**src/hdl/hkmc_pkg.sv**
```systemverilog
// Shared types, constants and helper functions for the haptic knob mode controller.
package hkmc_pkg;

   // Fixed-point format of angles, velocities and targets
   localparam int FIXED_WIDTH = 32;
   localparam int FRAC_BITS   = 16;

   // Field widths
   localparam int MODE_WIDTH  = 3;
   localparam int STEP_WIDTH  = 19;
   localparam int BAND_WIDTH  = 31;
   localparam int DRIVE_WIDTH = 2;
   localparam int CAP_WIDTH   = 10;

   // Configuration port
   localparam int CSR_INDEX_WIDTH = 3;
   localparam int CSR_DATA_WIDTH  = 32;

   // Register indexes
   localparam logic [CSR_INDEX_WIDTH-1:0] REG_KNOB_MODE        = 3'd0;
   localparam logic [CSR_INDEX_WIDTH-1:0] REG_DETENT_STEP      = 3'd1;
   localparam logic [CSR_INDEX_WIDTH-1:0] REG_LIMIT_LOW        = 3'd2;
   localparam logic [CSR_INDEX_WIDTH-1:0] REG_LIMIT_HIGH       = 3'd3;
   localparam logic [CSR_INDEX_WIDTH-1:0] REG_INERTIA_DEADBAND = 3'd4;
   localparam logic [CSR_INDEX_WIDTH-1:0] REG_INERTIA_JUMP     = 3'd5;

   // Knob mode codes (code 7 is unused and acts as the off mode)
   localparam logic [MODE_WIDTH-1:0] MODE_OFF      = 3'd0;
   localparam logic [MODE_WIDTH-1:0] MODE_FLYWHEEL = 3'd1;
   localparam logic [MODE_WIDTH-1:0] MODE_DETENT   = 3'd2;
   localparam logic [MODE_WIDTH-1:0] MODE_RETURN   = 3'd3;
   localparam logic [MODE_WIDTH-1:0] MODE_BOUNDED  = 3'd4;
   localparam logic [MODE_WIDTH-1:0] MODE_ROTATE   = 3'd5;
   localparam logic [MODE_WIDTH-1:0] MODE_HOST     = 3'd6;

   // Motor loop drive mode codes
   localparam logic [DRIVE_WIDTH-1:0] DRIVE_TORQUE   = 2'd0;
   localparam logic [DRIVE_WIDTH-1:0] DRIVE_VELOCITY = 2'd1;
   localparam logic [DRIVE_WIDTH-1:0] DRIVE_ANGLE    = 2'd2;

   // Torque caps in Q2.8
   localparam logic [CAP_WIDTH-1:0] CAP_NONE    = 10'd0;
   localparam logic [CAP_WIDTH-1:0] CAP_INERTIA = 10'd128;  // 0.5
   localparam logic [CAP_WIDTH-1:0] CAP_ENCODER = 10'd154;  // 0.6
   localparam logic [CAP_WIDTH-1:0] CAP_STRONG  = 10'd384;  // 1.5
   localparam logic [CAP_WIDTH-1:0] CAP_PROGRAM = 10'd256;  // 1.0

   // Rotate mode entry velocity: 10.0 in fixed point
   localparam logic signed [FIXED_WIDTH-1:0] SPIN_TARGET =
      FIXED_WIDTH'(64'd10 << FRAC_BITS);

   // Configuration register set
   typedef struct packed {
      logic [MODE_WIDTH-1:0]         knob_mode;
      logic [STEP_WIDTH-1:0]         detent_step;
      logic signed [FIXED_WIDTH-1:0] limit_low;
      logic signed [FIXED_WIDTH-1:0] limit_high;
      logic [BAND_WIDTH-1:0]         inertia_deadband;
      logic [BAND_WIDTH-1:0]         inertia_jump;
   } cfg_type;

   // Request payload
   typedef struct packed {
      logic                          restart;
      logic signed [FIXED_WIDTH-1:0] angle;
      logic signed [FIXED_WIDTH-1:0] velocity;
   } req_type;

   // Response payload
   typedef struct packed {
      logic                          motor_enable;
      logic [DRIVE_WIDTH-1:0]        drive_mode;
      logic signed [FIXED_WIDTH-1:0] motor_target;
      logic [CAP_WIDTH-1:0]          torque_cap;
      logic signed [FIXED_WIDTH-1:0] detent_count;
   } rsp_type;

   // Motor is driven in every defined mode but the off mode
   function automatic logic mode_enables(input logic [MODE_WIDTH-1:0] mode);
      logic en;
      case (mode)
         MODE_FLYWHEEL, MODE_DETENT, MODE_RETURN, MODE_BOUNDED, MODE_ROTATE,
         MODE_HOST: en = 1'b1;
         default:   en = 1'b0;
      endcase
      return en;
   endfunction

   // Torque limit per mode
   function automatic logic [CAP_WIDTH-1:0] cap_for(input logic [MODE_WIDTH-1:0] mode);
      logic [CAP_WIDTH-1:0] cap;
      case (mode)
         MODE_FLYWHEEL:                         cap = CAP_INERTIA;
         MODE_DETENT:                           cap = CAP_ENCODER;
         MODE_RETURN, MODE_BOUNDED, MODE_ROTATE: cap = CAP_STRONG;
         MODE_HOST:                             cap = CAP_PROGRAM;
         default:                               cap = CAP_NONE;
      endcase
      return cap;
   endfunction

endpackage

```
**src/hdl/hkmc_csr.sv**
```systemverilog
// Configuration register file of the haptic knob mode controller.
module hkmc_csr
   import hkmc_pkg::*;
(
   input  logic                       clock,
   input  logic                       reset,
   input  logic                       csr_valid,
   input  logic [CSR_INDEX_WIDTH-1:0] csr_index,
   input  logic [CSR_DATA_WIDTH-1:0]  csr_wdata,
   output cfg_type                    cfg
);

   cfg_type cfg_ff;
   cfg_type cfg_in;

   // Register write decode; unknown indexes are dropped
   always_comb begin
      cfg_in = cfg_ff;
      if (csr_valid) begin
         case (csr_index)
            REG_KNOB_MODE:        cfg_in.knob_mode        = csr_wdata[MODE_WIDTH-1:0];
            REG_DETENT_STEP:      cfg_in.detent_step      = csr_wdata[STEP_WIDTH-1:0];
            REG_LIMIT_LOW:        cfg_in.limit_low        = $signed(csr_wdata[FIXED_WIDTH-1:0]);
            REG_LIMIT_HIGH:       cfg_in.limit_high       = $signed(csr_wdata[FIXED_WIDTH-1:0]);
            REG_INERTIA_DEADBAND: cfg_in.inertia_deadband = csr_wdata[BAND_WIDTH-1:0];
            REG_INERTIA_JUMP:     cfg_in.inertia_jump     = csr_wdata[BAND_WIDTH-1:0];
            default: ;
         endcase
      end
   end

   always_ff @(posedge clock) begin
      if (reset) begin
         cfg_ff.knob_mode        <= MODE_OFF;
         cfg_ff.detent_step      <= STEP_WIDTH'(17157);
         cfg_ff.limit_low        <= '0;
         cfg_ff.limit_high       <= '0;
         cfg_ff.inertia_deadband <= BAND_WIDTH'(65536);
         cfg_ff.inertia_jump     <= BAND_WIDTH'(19661);
      end else begin
         cfg_ff <= cfg_in;
      end
   end

   assign cfg = cfg_ff;

endmodule

```
**src/hdl/hkmc_core.sv**
```systemverilog
// Per-tick mode logic and knob state registers of the haptic knob mode controller.
module hkmc_core
   import hkmc_pkg::*;
(
   input  logic    clock,
   input  logic    reset,
   input  logic    step_en,
   input  req_type item,
   input  cfg_type cfg,
   output rsp_type result
);

   localparam int W1 = FIXED_WIDTH + 1;
   localparam int W2 = FIXED_WIDTH + 2;

   logic signed [FIXED_WIDTH-1:0] prev_angle_ff,    prev_angle_in;
   logic signed [FIXED_WIDTH-1:0] prev_velocity_ff, prev_velocity_in;
   logic signed [FIXED_WIDTH-1:0] target_ff,        target_in;
   logic [DRIVE_WIDTH-1:0]        drive_mode_ff,    drive_mode_in;
   logic [FIXED_WIDTH-1:0]        detent_count_ff,  detent_count_in;

   logic [W1-1:0]                 vel_mag;
   logic signed [W2-1:0]          vel_diff;
   logic [W2-1:0]                 vel_diff_mag;
   logic                          vel_over_band;
   logic                          vel_jumped;
   logic signed [W1-1:0]          angle_diff;
   logic signed [W2-1:0]          angle_diff2;
   logic signed [W2-1:0]          step_wide;
   logic                          step_up;
   logic                          step_down;
   logic signed [FIXED_WIDTH-1:0] target_up;
   logic signed [FIXED_WIDTH-1:0] target_down;
   logic                          limits_on;

   // Inertia: velocity magnitude against deadband, velocity change against jump
   assign vel_mag       = item.velocity[FIXED_WIDTH-1]
                        ? W1'(0) - {item.velocity[FIXED_WIDTH-1], item.velocity}
                        : {1'b0, item.velocity};
   assign vel_over_band = vel_mag > {{(W1-BAND_WIDTH){1'b0}}, cfg.inertia_deadband};
   assign vel_diff      = $signed({{2{item.velocity[FIXED_WIDTH-1]}}, item.velocity})
                        - $signed({{2{prev_velocity_ff[FIXED_WIDTH-1]}}, prev_velocity_ff});
   assign vel_diff_mag  = vel_diff[W2-1] ? W2'(0) - $unsigned(vel_diff) : $unsigned(vel_diff);
   assign vel_jumped    = vel_diff_mag > {{(W2-BAND_WIDTH){1'b0}}, cfg.inertia_jump};

   // Encoder: twice the angle travel against one step, i.e. half a detent
   assign angle_diff  = $signed({item.angle[FIXED_WIDTH-1], item.angle})
                      - $signed({prev_angle_ff[FIXED_WIDTH-1], prev_angle_ff});
   assign angle_diff2 = $signed({angle_diff, 1'b0});
   assign step_wide   = $signed({{(W2-STEP_WIDTH){1'b0}}, cfg.detent_step});
   assign step_up     = angle_diff2 > step_wide;
   assign step_down   = angle_diff2 < -step_wide;
   assign target_up   = target_ff
                      + $signed({{(FIXED_WIDTH-STEP_WIDTH){1'b0}}, cfg.detent_step});
   assign target_down = target_ff
                      - $signed({{(FIXED_WIDTH-STEP_WIDTH){1'b0}}, cfg.detent_step});

   // Bounded: limits count only when both are set
   assign limits_on = (cfg.limit_high != '0) && (cfg.limit_low != '0);

   // Next state
   always_comb begin
      prev_angle_in    = prev_angle_ff;
      prev_velocity_in = prev_velocity_ff;
      target_in        = target_ff;
      drive_mode_in    = drive_mode_ff;
      detent_count_in  = detent_count_ff;
      if (step_en) begin
         if (item.restart) begin
            // mode entry values
            prev_angle_in    = item.angle;
            prev_velocity_in = item.velocity;
            case (cfg.knob_mode)
               MODE_FLYWHEEL, MODE_BOUNDED: begin
                  drive_mode_in = DRIVE_VELOCITY;
                  target_in     = '0;
               end
               MODE_DETENT: begin
                  drive_mode_in = DRIVE_ANGLE;
                  target_in     = '0;
                  prev_angle_in = '0;
               end
               MODE_RETURN, MODE_HOST: begin
                  drive_mode_in = DRIVE_ANGLE;
                  target_in     = '0;
               end
               MODE_ROTATE: begin
                  drive_mode_in = DRIVE_VELOCITY;
                  target_in     = SPIN_TARGET;
               end
               default: ;
            endcase
         end else begin
            // normal tick
            case (cfg.knob_mode)
               MODE_FLYWHEEL: begin
                  if (vel_over_band) begin
                     if (vel_jumped) target_in = item.velocity;
                  end else begin
                     target_in = '0;
                  end
                  prev_velocity_in = item.velocity;
               end
               MODE_DETENT: begin
                  if (step_up) begin
                     target_in       = target_up;
                     prev_angle_in   = target_up;
                     detent_count_in = detent_count_ff + FIXED_WIDTH'(1);
                  end else if (step_down) begin
                     target_in       = target_down;
                     prev_angle_in   = target_down;
                     detent_count_in = detent_count_ff - FIXED_WIDTH'(1);
                  end
               end
               MODE_BOUNDED: begin
                  if (limits_on) begin
                     if (item.angle > cfg.limit_high) begin
                        drive_mode_in = DRIVE_ANGLE;
                        target_in     = cfg.limit_high;
                     end else if (item.angle < cfg.limit_low) begin
                        drive_mode_in = DRIVE_ANGLE;
                        target_in     = cfg.limit_low;
                     end else begin
                        drive_mode_in = DRIVE_VELOCITY;
                        target_in     = '0;
                     end
                  end
               end
               default: ;
            endcase
         end
      end
   end

   always_ff @(posedge clock) begin
      if (reset) begin
         prev_angle_ff    <= '0;
         prev_velocity_ff <= '0;
         target_ff        <= '0;
         drive_mode_ff    <= DRIVE_TORQUE;
         detent_count_ff  <= '0;
      end else begin
         prev_angle_ff    <= prev_angle_in;
         prev_velocity_ff <= prev_velocity_in;
         target_ff        <= target_in;
         drive_mode_ff    <= drive_mode_in;
         detent_count_ff  <= detent_count_in;
      end
   end

   // Command built from the updated state
   always_comb begin
      result.motor_enable = mode_enables(cfg.knob_mode);
      result.drive_mode   = drive_mode_in;
      result.motor_target = target_in;
      result.torque_cap   = cap_for(cfg.knob_mode);
      result.detent_count = $signed(detent_count_in);
   end

endmodule

```
**src/hdl/haptic_knob_mode_controller_top.sv**
```systemverilog
// Top level of the haptic knob mode controller: request register, mode core, response register.
//
// Takes one request per clock while the response side does not stall, and returns one motor
// command per request, in order. A request waits in the input register; at the edge on which it
// advances, the mode logic updates the knob state and loads the response register. The single
// state update per cycle in the core sets the rate at one request per clock when nothing stalls.
// The response register keeps a finished command while the input register already takes the
// next request. csr_ready is always high; the user must write registers only while no request
// is in flight, and the block itself does not enforce it.
module haptic_knob_mode_controller_top
   import hkmc_pkg::*;
(
   input  logic                       clock,
   input  logic                       reset,
   // request channel
   input  logic                       req_valid,
   output logic                       req_stall,
   input  req_type                    req_data,
   // response channel
   output logic                       rsp_valid,
   input  logic                       rsp_stall,
   output rsp_type                    rsp_data,
   // configuration port
   input  logic                       csr_valid,
   output logic                       csr_ready,
   input  logic [CSR_INDEX_WIDTH-1:0] csr_index,
   input  logic [CSR_DATA_WIDTH-1:0]  csr_wdata
);

   cfg_type cfg;
   rsp_type core_result;

   logic    in_valid_ff,  in_valid_in;
   req_type in_data_ff;
   logic    out_valid_ff, out_valid_in;
   rsp_type out_data_ff;
   logic    advance;
   logic    req_take;

   // Pipeline handshake
   assign advance      = in_valid_ff && (!out_valid_ff || !rsp_stall);
   assign req_stall    = in_valid_ff && !advance;
   assign req_take     = req_valid && !req_stall;
   assign in_valid_in  = req_take || (in_valid_ff && !advance);
   assign out_valid_in = advance || (out_valid_ff && rsp_stall);

   always_ff @(posedge clock) begin
      if (reset) begin
         in_valid_ff  <= 1'b0;
         out_valid_ff <= 1'b0;
      end else begin
         in_valid_ff  <= in_valid_in;
         out_valid_ff <= out_valid_in;
      end
   end

   // Payload registers
   always_ff @(posedge clock) begin
      if (req_take) in_data_ff  <= req_data;
      if (advance)  out_data_ff <= core_result;
   end

   hkmc_csr u_csr (
      .clock     (clock),
      .reset     (reset),
      .csr_valid (csr_valid),
      .csr_index (csr_index),
      .csr_wdata (csr_wdata),
      .cfg       (cfg)
   );

   hkmc_core u_core (
      .clock   (clock),
      .reset   (reset),
      .step_en (advance),
      .item    (in_data_ff),
      .cfg     (cfg),
      .result  (core_result)
   );

   assign csr_ready = 1'b1;
   assign rsp_valid = out_valid_ff;
   assign rsp_data  = out_data_ff;

endmodule

```
**config.mk**
```make
export PLATFORM = sky130hd
export DESIGN_NAME = haptic_knob_mode_controller_top
export DESIGN_NICKNAME = d
export VERILOG_FILES = /design/src/hdl/hkmc_pkg.sv /design/src/hdl/hkmc_csr.sv /design/src/hdl/hkmc_core.sv /design/src/hdl/haptic_knob_mode_controller_top.sv
export SDC_FILE = /design/constraint.sdc
export NUM_CORES = 2
export LEC_CHECK = 0
export BUFFER_PORTS_ARGS = -buffer_cell sky130_fd_sc_hd__clkbuf_2
export CAP_MARGIN = 15
export CORE_MARGIN = 2
export CORE_UTILIZATION = 50
export DETAILED_ROUTE_END_ITERATION = 7
export HOLD_SLACK_MARGIN = 0.12
export PLACE_DENSITY = 0.76
export SYNTH_ARGS = -nofsm -noshare
export SYNTH_HDL_FRONTEND = slang
export SYNTH_SLANG_ARGS = --single-unit
```
**constraint.sdc**
```tcl
create_clock -name clock -period 12 [get_ports clock]
set_input_delay 1.8 -clock clock [delete_from_list [all_inputs] [get_ports clock]]
set_output_delay 1.8 -clock clock [all_outputs]
set_load 0.005 [all_outputs]
```
==> qor.txt <==
Clk_skew - 0.0372 ns
Post-DP HPWL - 83,700 um
H-tree depth - 2
Num Clock Sinks - 415
Startpoint Class - flip-flop
CTS Buf Count - 48
Fraction of final layout cells sized beyond drive strength 1 - 8.88%
Total of max-cap violations - 0
Placement Setup Slack - 4.51 ns
Hold path depth - 2
Min Tclk post-route - 7.51 ns
All-layer global routing usage - 34.2%
Avg Inst Size Synth - 7.91 um2
Worst-Skew Late Latency - 0.61 ns
Number of DRC markers in iteration 0 - 3,347
Number of synthesized flops with an enable pin - 135
Via density - 6.23
Post-synth top area share - 18.5%
FILL cells - 5,679
Post-synthesis sequential area ratio - 31.8%
Critical Path RT - 12.35 ns
Reg2Reg Setup Slack - 4.49 ns
WL per Instance - 23.2 um
CP Capture Type - flip-flop
Lkg Pwr - 12.7 nW
Root Driver - clkbuf_16
Crit path DAT - 7.86 ns
Worst Reg-to-Reg Cells - 27
1st-pass router iterations - 8
Flop pwr share - 38.7%
Peak supply drop - 0.105 mV
Final hold violation count - 0
Layout Nets - 4,293
Die X - 250 um
Worst r2r src - in_data_ff[0]$_DFFE_PP_
#FFs+latches synth - 415
Status - finished, final reports clean
Row cnt - 90
Sw frac - 32.5%
Clk pwr share - 37.6%
Slew Limit Headroom - 16.1%
P&R area growth vs syn - 9.90%
Netlist Area Pre-Place - 30,400 um2
Final setup viols - 0
Crit path from - in_data_ff[0]$_DFFE_PP_
Kind of critical path - reg2reg
Internal - 2.71 mW
Hold endpoint - u_core.prev_velocity_ff[30]$_SDFFE_PP0P_
Total detailed-routing wirelength - 110,000 um
Via count - 29,452
Core Area - 60,200 um2
RR Endpoint - rsp_data[44]$_DFFE_PP_
Ports - 185
Final Cycle Share - 62.6%
Hold-fix buffers at CTS - 0
Ys async rst share - 0%
Hold path start - u_core.prev_velocity_ff[30]$_SDFFE_PP0P_
Psw - 1.31 mW
Initial antenna violation count - 1
Synthesized instance count - 3,842
Setup TNS - 0 ns
Port bufs - 178
Synth area leader - dfxtp_1
Yosys warning count - 0
Post-CTS sizing - 0
Max Slew Vio Count - 0
Gate power share - 23.6%
P per Cell Area - 120 nW/um2
Hold slack - 0.453 ns
Actual slew at the worst max-slew pin - 1.25 ns
Setup WS post-layout - 4.49 ns
Chip Height - 250 um
Grt total ovfl - 0
RSZ-0062 raised after global routing - no
Synth Flop Type - dfxtp_1
Remaining antenna violation count - 0
Routability congestion estimate - 1.02
Vias in the first global route - 27,286
Die area - 62,700 um2
First-pass GRT wire length - 165,000 um
Largest net degree at the start of global routing - 86
DR DRC count - 0
Reg clk slew, reported paths - 0.07 ns
CTS tree - done
Largest cells by area after synthesis - dfxtp_1 (18%), edfxtp_1 (13%), ha_1 (12%)
Initial core utilization - 50.4%
Worst Hold Class - reg2reg
Postcts setup bufs - 0
FMAX - 133 MHz
Unique masters post-synth - 95
Max Fanout on Critical Path - 32
CTS max path bufs - 3
==> worst max-delay path, cell delays in order, from the launching register on <==
cell       delay (ns)
edfxtp_1         0.46
inv_1            0.12
ha_1             0.25
fa_1             0.42
nand2b_1         0.18
a211oi_1         0.44
o21ai_0          0.34
nand2_1          0.16
xor2_1           0.13
nor4_1           0.39
nand2b_1         0.14
or3_1            0.41
or3b_2           0.50
o21a_1           0.21
xnor2_1          0.12
ha_1             0.30
nand4_1          0.14
nor4_1           0.44
nand3_1          0.16
a211oi_1         0.19
a2111oi_0        0.10
o2bb2ai_1        0.19
or3b_1           0.14
buf_4            0.43
o21bai_1         0.22
o21a_1           0.22
a311o_1          0.31
nor2b_1          0.13
==> Yosys cell counts, drive strengths merged (7+ instances only) <==
library cell,n
a2111oi,10
a211o,7
a211oi,37
a21boi,11
a21o,56
a21oi,409
a221oi,22
a22o,7
a22oi,24
a311oi,9
a31oi,36
a32oi,7
and2,80
and3,25
and4,10
buf,37
clkbuf,170
dfxtp,280
edfxtp,135
ha,281
inv,259
mux2i,38
nand2,597
nand2b,36
nand3,88
nand3b,8
nand4,53
nor2,215
nor2b,34
nor3,82
nor4,45
o2111ai,8
o211ai,45
o21a,28
o21ai,196
o21bai,23
o22ai,17
o31a,9
o31ai,20
o41ai,9
or2,20
or3,56
or4,16
xnor2,135
xor2,56
==> flip-flops by register name (all words and copies together) (netlist names) <==
register                 flops
u_core.target_ff            32
rsp_data                    70
u_csr.cfg                  148
u_core.prev_angle_ff        32
rsp_valid                    1
u_core.drive_mode_ff         2
u_core.detent_count_ff      32
in_valid_ff                  1
u_core.prev_velocity_ff     32
in_data_ff                  65
==> through the flow <==
stage / cells / total power [mW] / utilization (%) / area [um2]
2_1_floorplan: 3846 / 2.21 / - / 30400
3_3_place_gp: 4633 / 2.49 / 52.7 / 31700
3_5_place_dp: 4633 / 2.51 / 52.7 / 31700
4_1_cts: 4723 / 4.00 / 55.3 / 33300
5_1_grt: 4725 / 4.18 / 55.4 / 33400
6_report: 4726 / 4.02 / 55.4 / 33400
==> layer usage <==
metal  global-route usage, %  vias up  part of all wire (%)
li1                        -    13825                     -
met1                    45.1    13811                    40
met2                    51.7     1493                    43
met3                    5.86      323                   9.9
met4                    22.3        0                   7.6
met5                       0        -                     0
==> cells in the final DEF (no fill, tap or decap), drive strengths merged, types with 82 or more instances in the layout <==
cell	synthesis	layout
nor3	82	82
clkbuf	170	241
o21ai	196	196
nand3	88	88
xnor2	135	135
nand2	597	597
a21oi	409	409
edfxtp	135	135
nor2	215	215
inv	259	264
dfxtp	280	280
ha	281	281
==> kinds of logic after synthesis <==
group                    Yosys count  share of synthesized area (%)
AO/OA/AOI/OAI                   1049                           21.7
buffers and inverters            469                           6.03
multiplexers                      44                           1.47
AND/OR/NAND/NOR                 1387                           21.6
adder cells (fa/ha/maj)          285                           11.8
XOR/XNOR                         191                           5.51
flip-flops                       415                           31.8
other                              2                         0.0247
==> power groups by stage <==
stage          registers, mW  logic, mW  clock network, mW
4_1_cts                 1.55      0.927               1.52
5_1_grt                 1.56       1.04               1.58
6_report                1.56      0.951               1.51
3_3_place_gp            1.58      0.911                  0
3_5_place_dp            1.58      0.920                  0
2_1_floorplan           1.55      0.652                  0
==> cell type report <==
cell class | count | area [um2] | share of cell area (%)
diodes | 1 | 2.50 | 0.00750
clock buffers | 64 | 1370 | 4.12
clock inverters | 26 | 241 | 0.723
inverters | 262 | 985 | 2.95
multi-input cells | 2962 | 18900 | 56.8
flip-flops and latches | 415 | 9660 | 28.9
well taps | 782 | 978 | 2.93
repair buffers | 214 | 1190 | 3.58
==> worst max-delay path by stage <==
stage                                                  endpoint  slack [ns]  cells after the start
after floorplan                          rsp_data[65]$_DFFE_PP_        5.61                     28
after global placement    u_core.prev_angle_ff[28]$_SDFFE_PP0P_        4.82                     27
after detailed placement  u_core.prev_angle_ff[28]$_SDFFE_PP0P_        4.51                     27
after CTS                 u_core.prev_angle_ff[26]$_SDFFE_PP0P_        4.48                     27
after global routing                     rsp_data[66]$_DFFE_PP_        3.98                     27
final                                    rsp_data[44]$_DFFE_PP_        4.49                     27
Note: power is estimated with default switching activity, not from simulation.
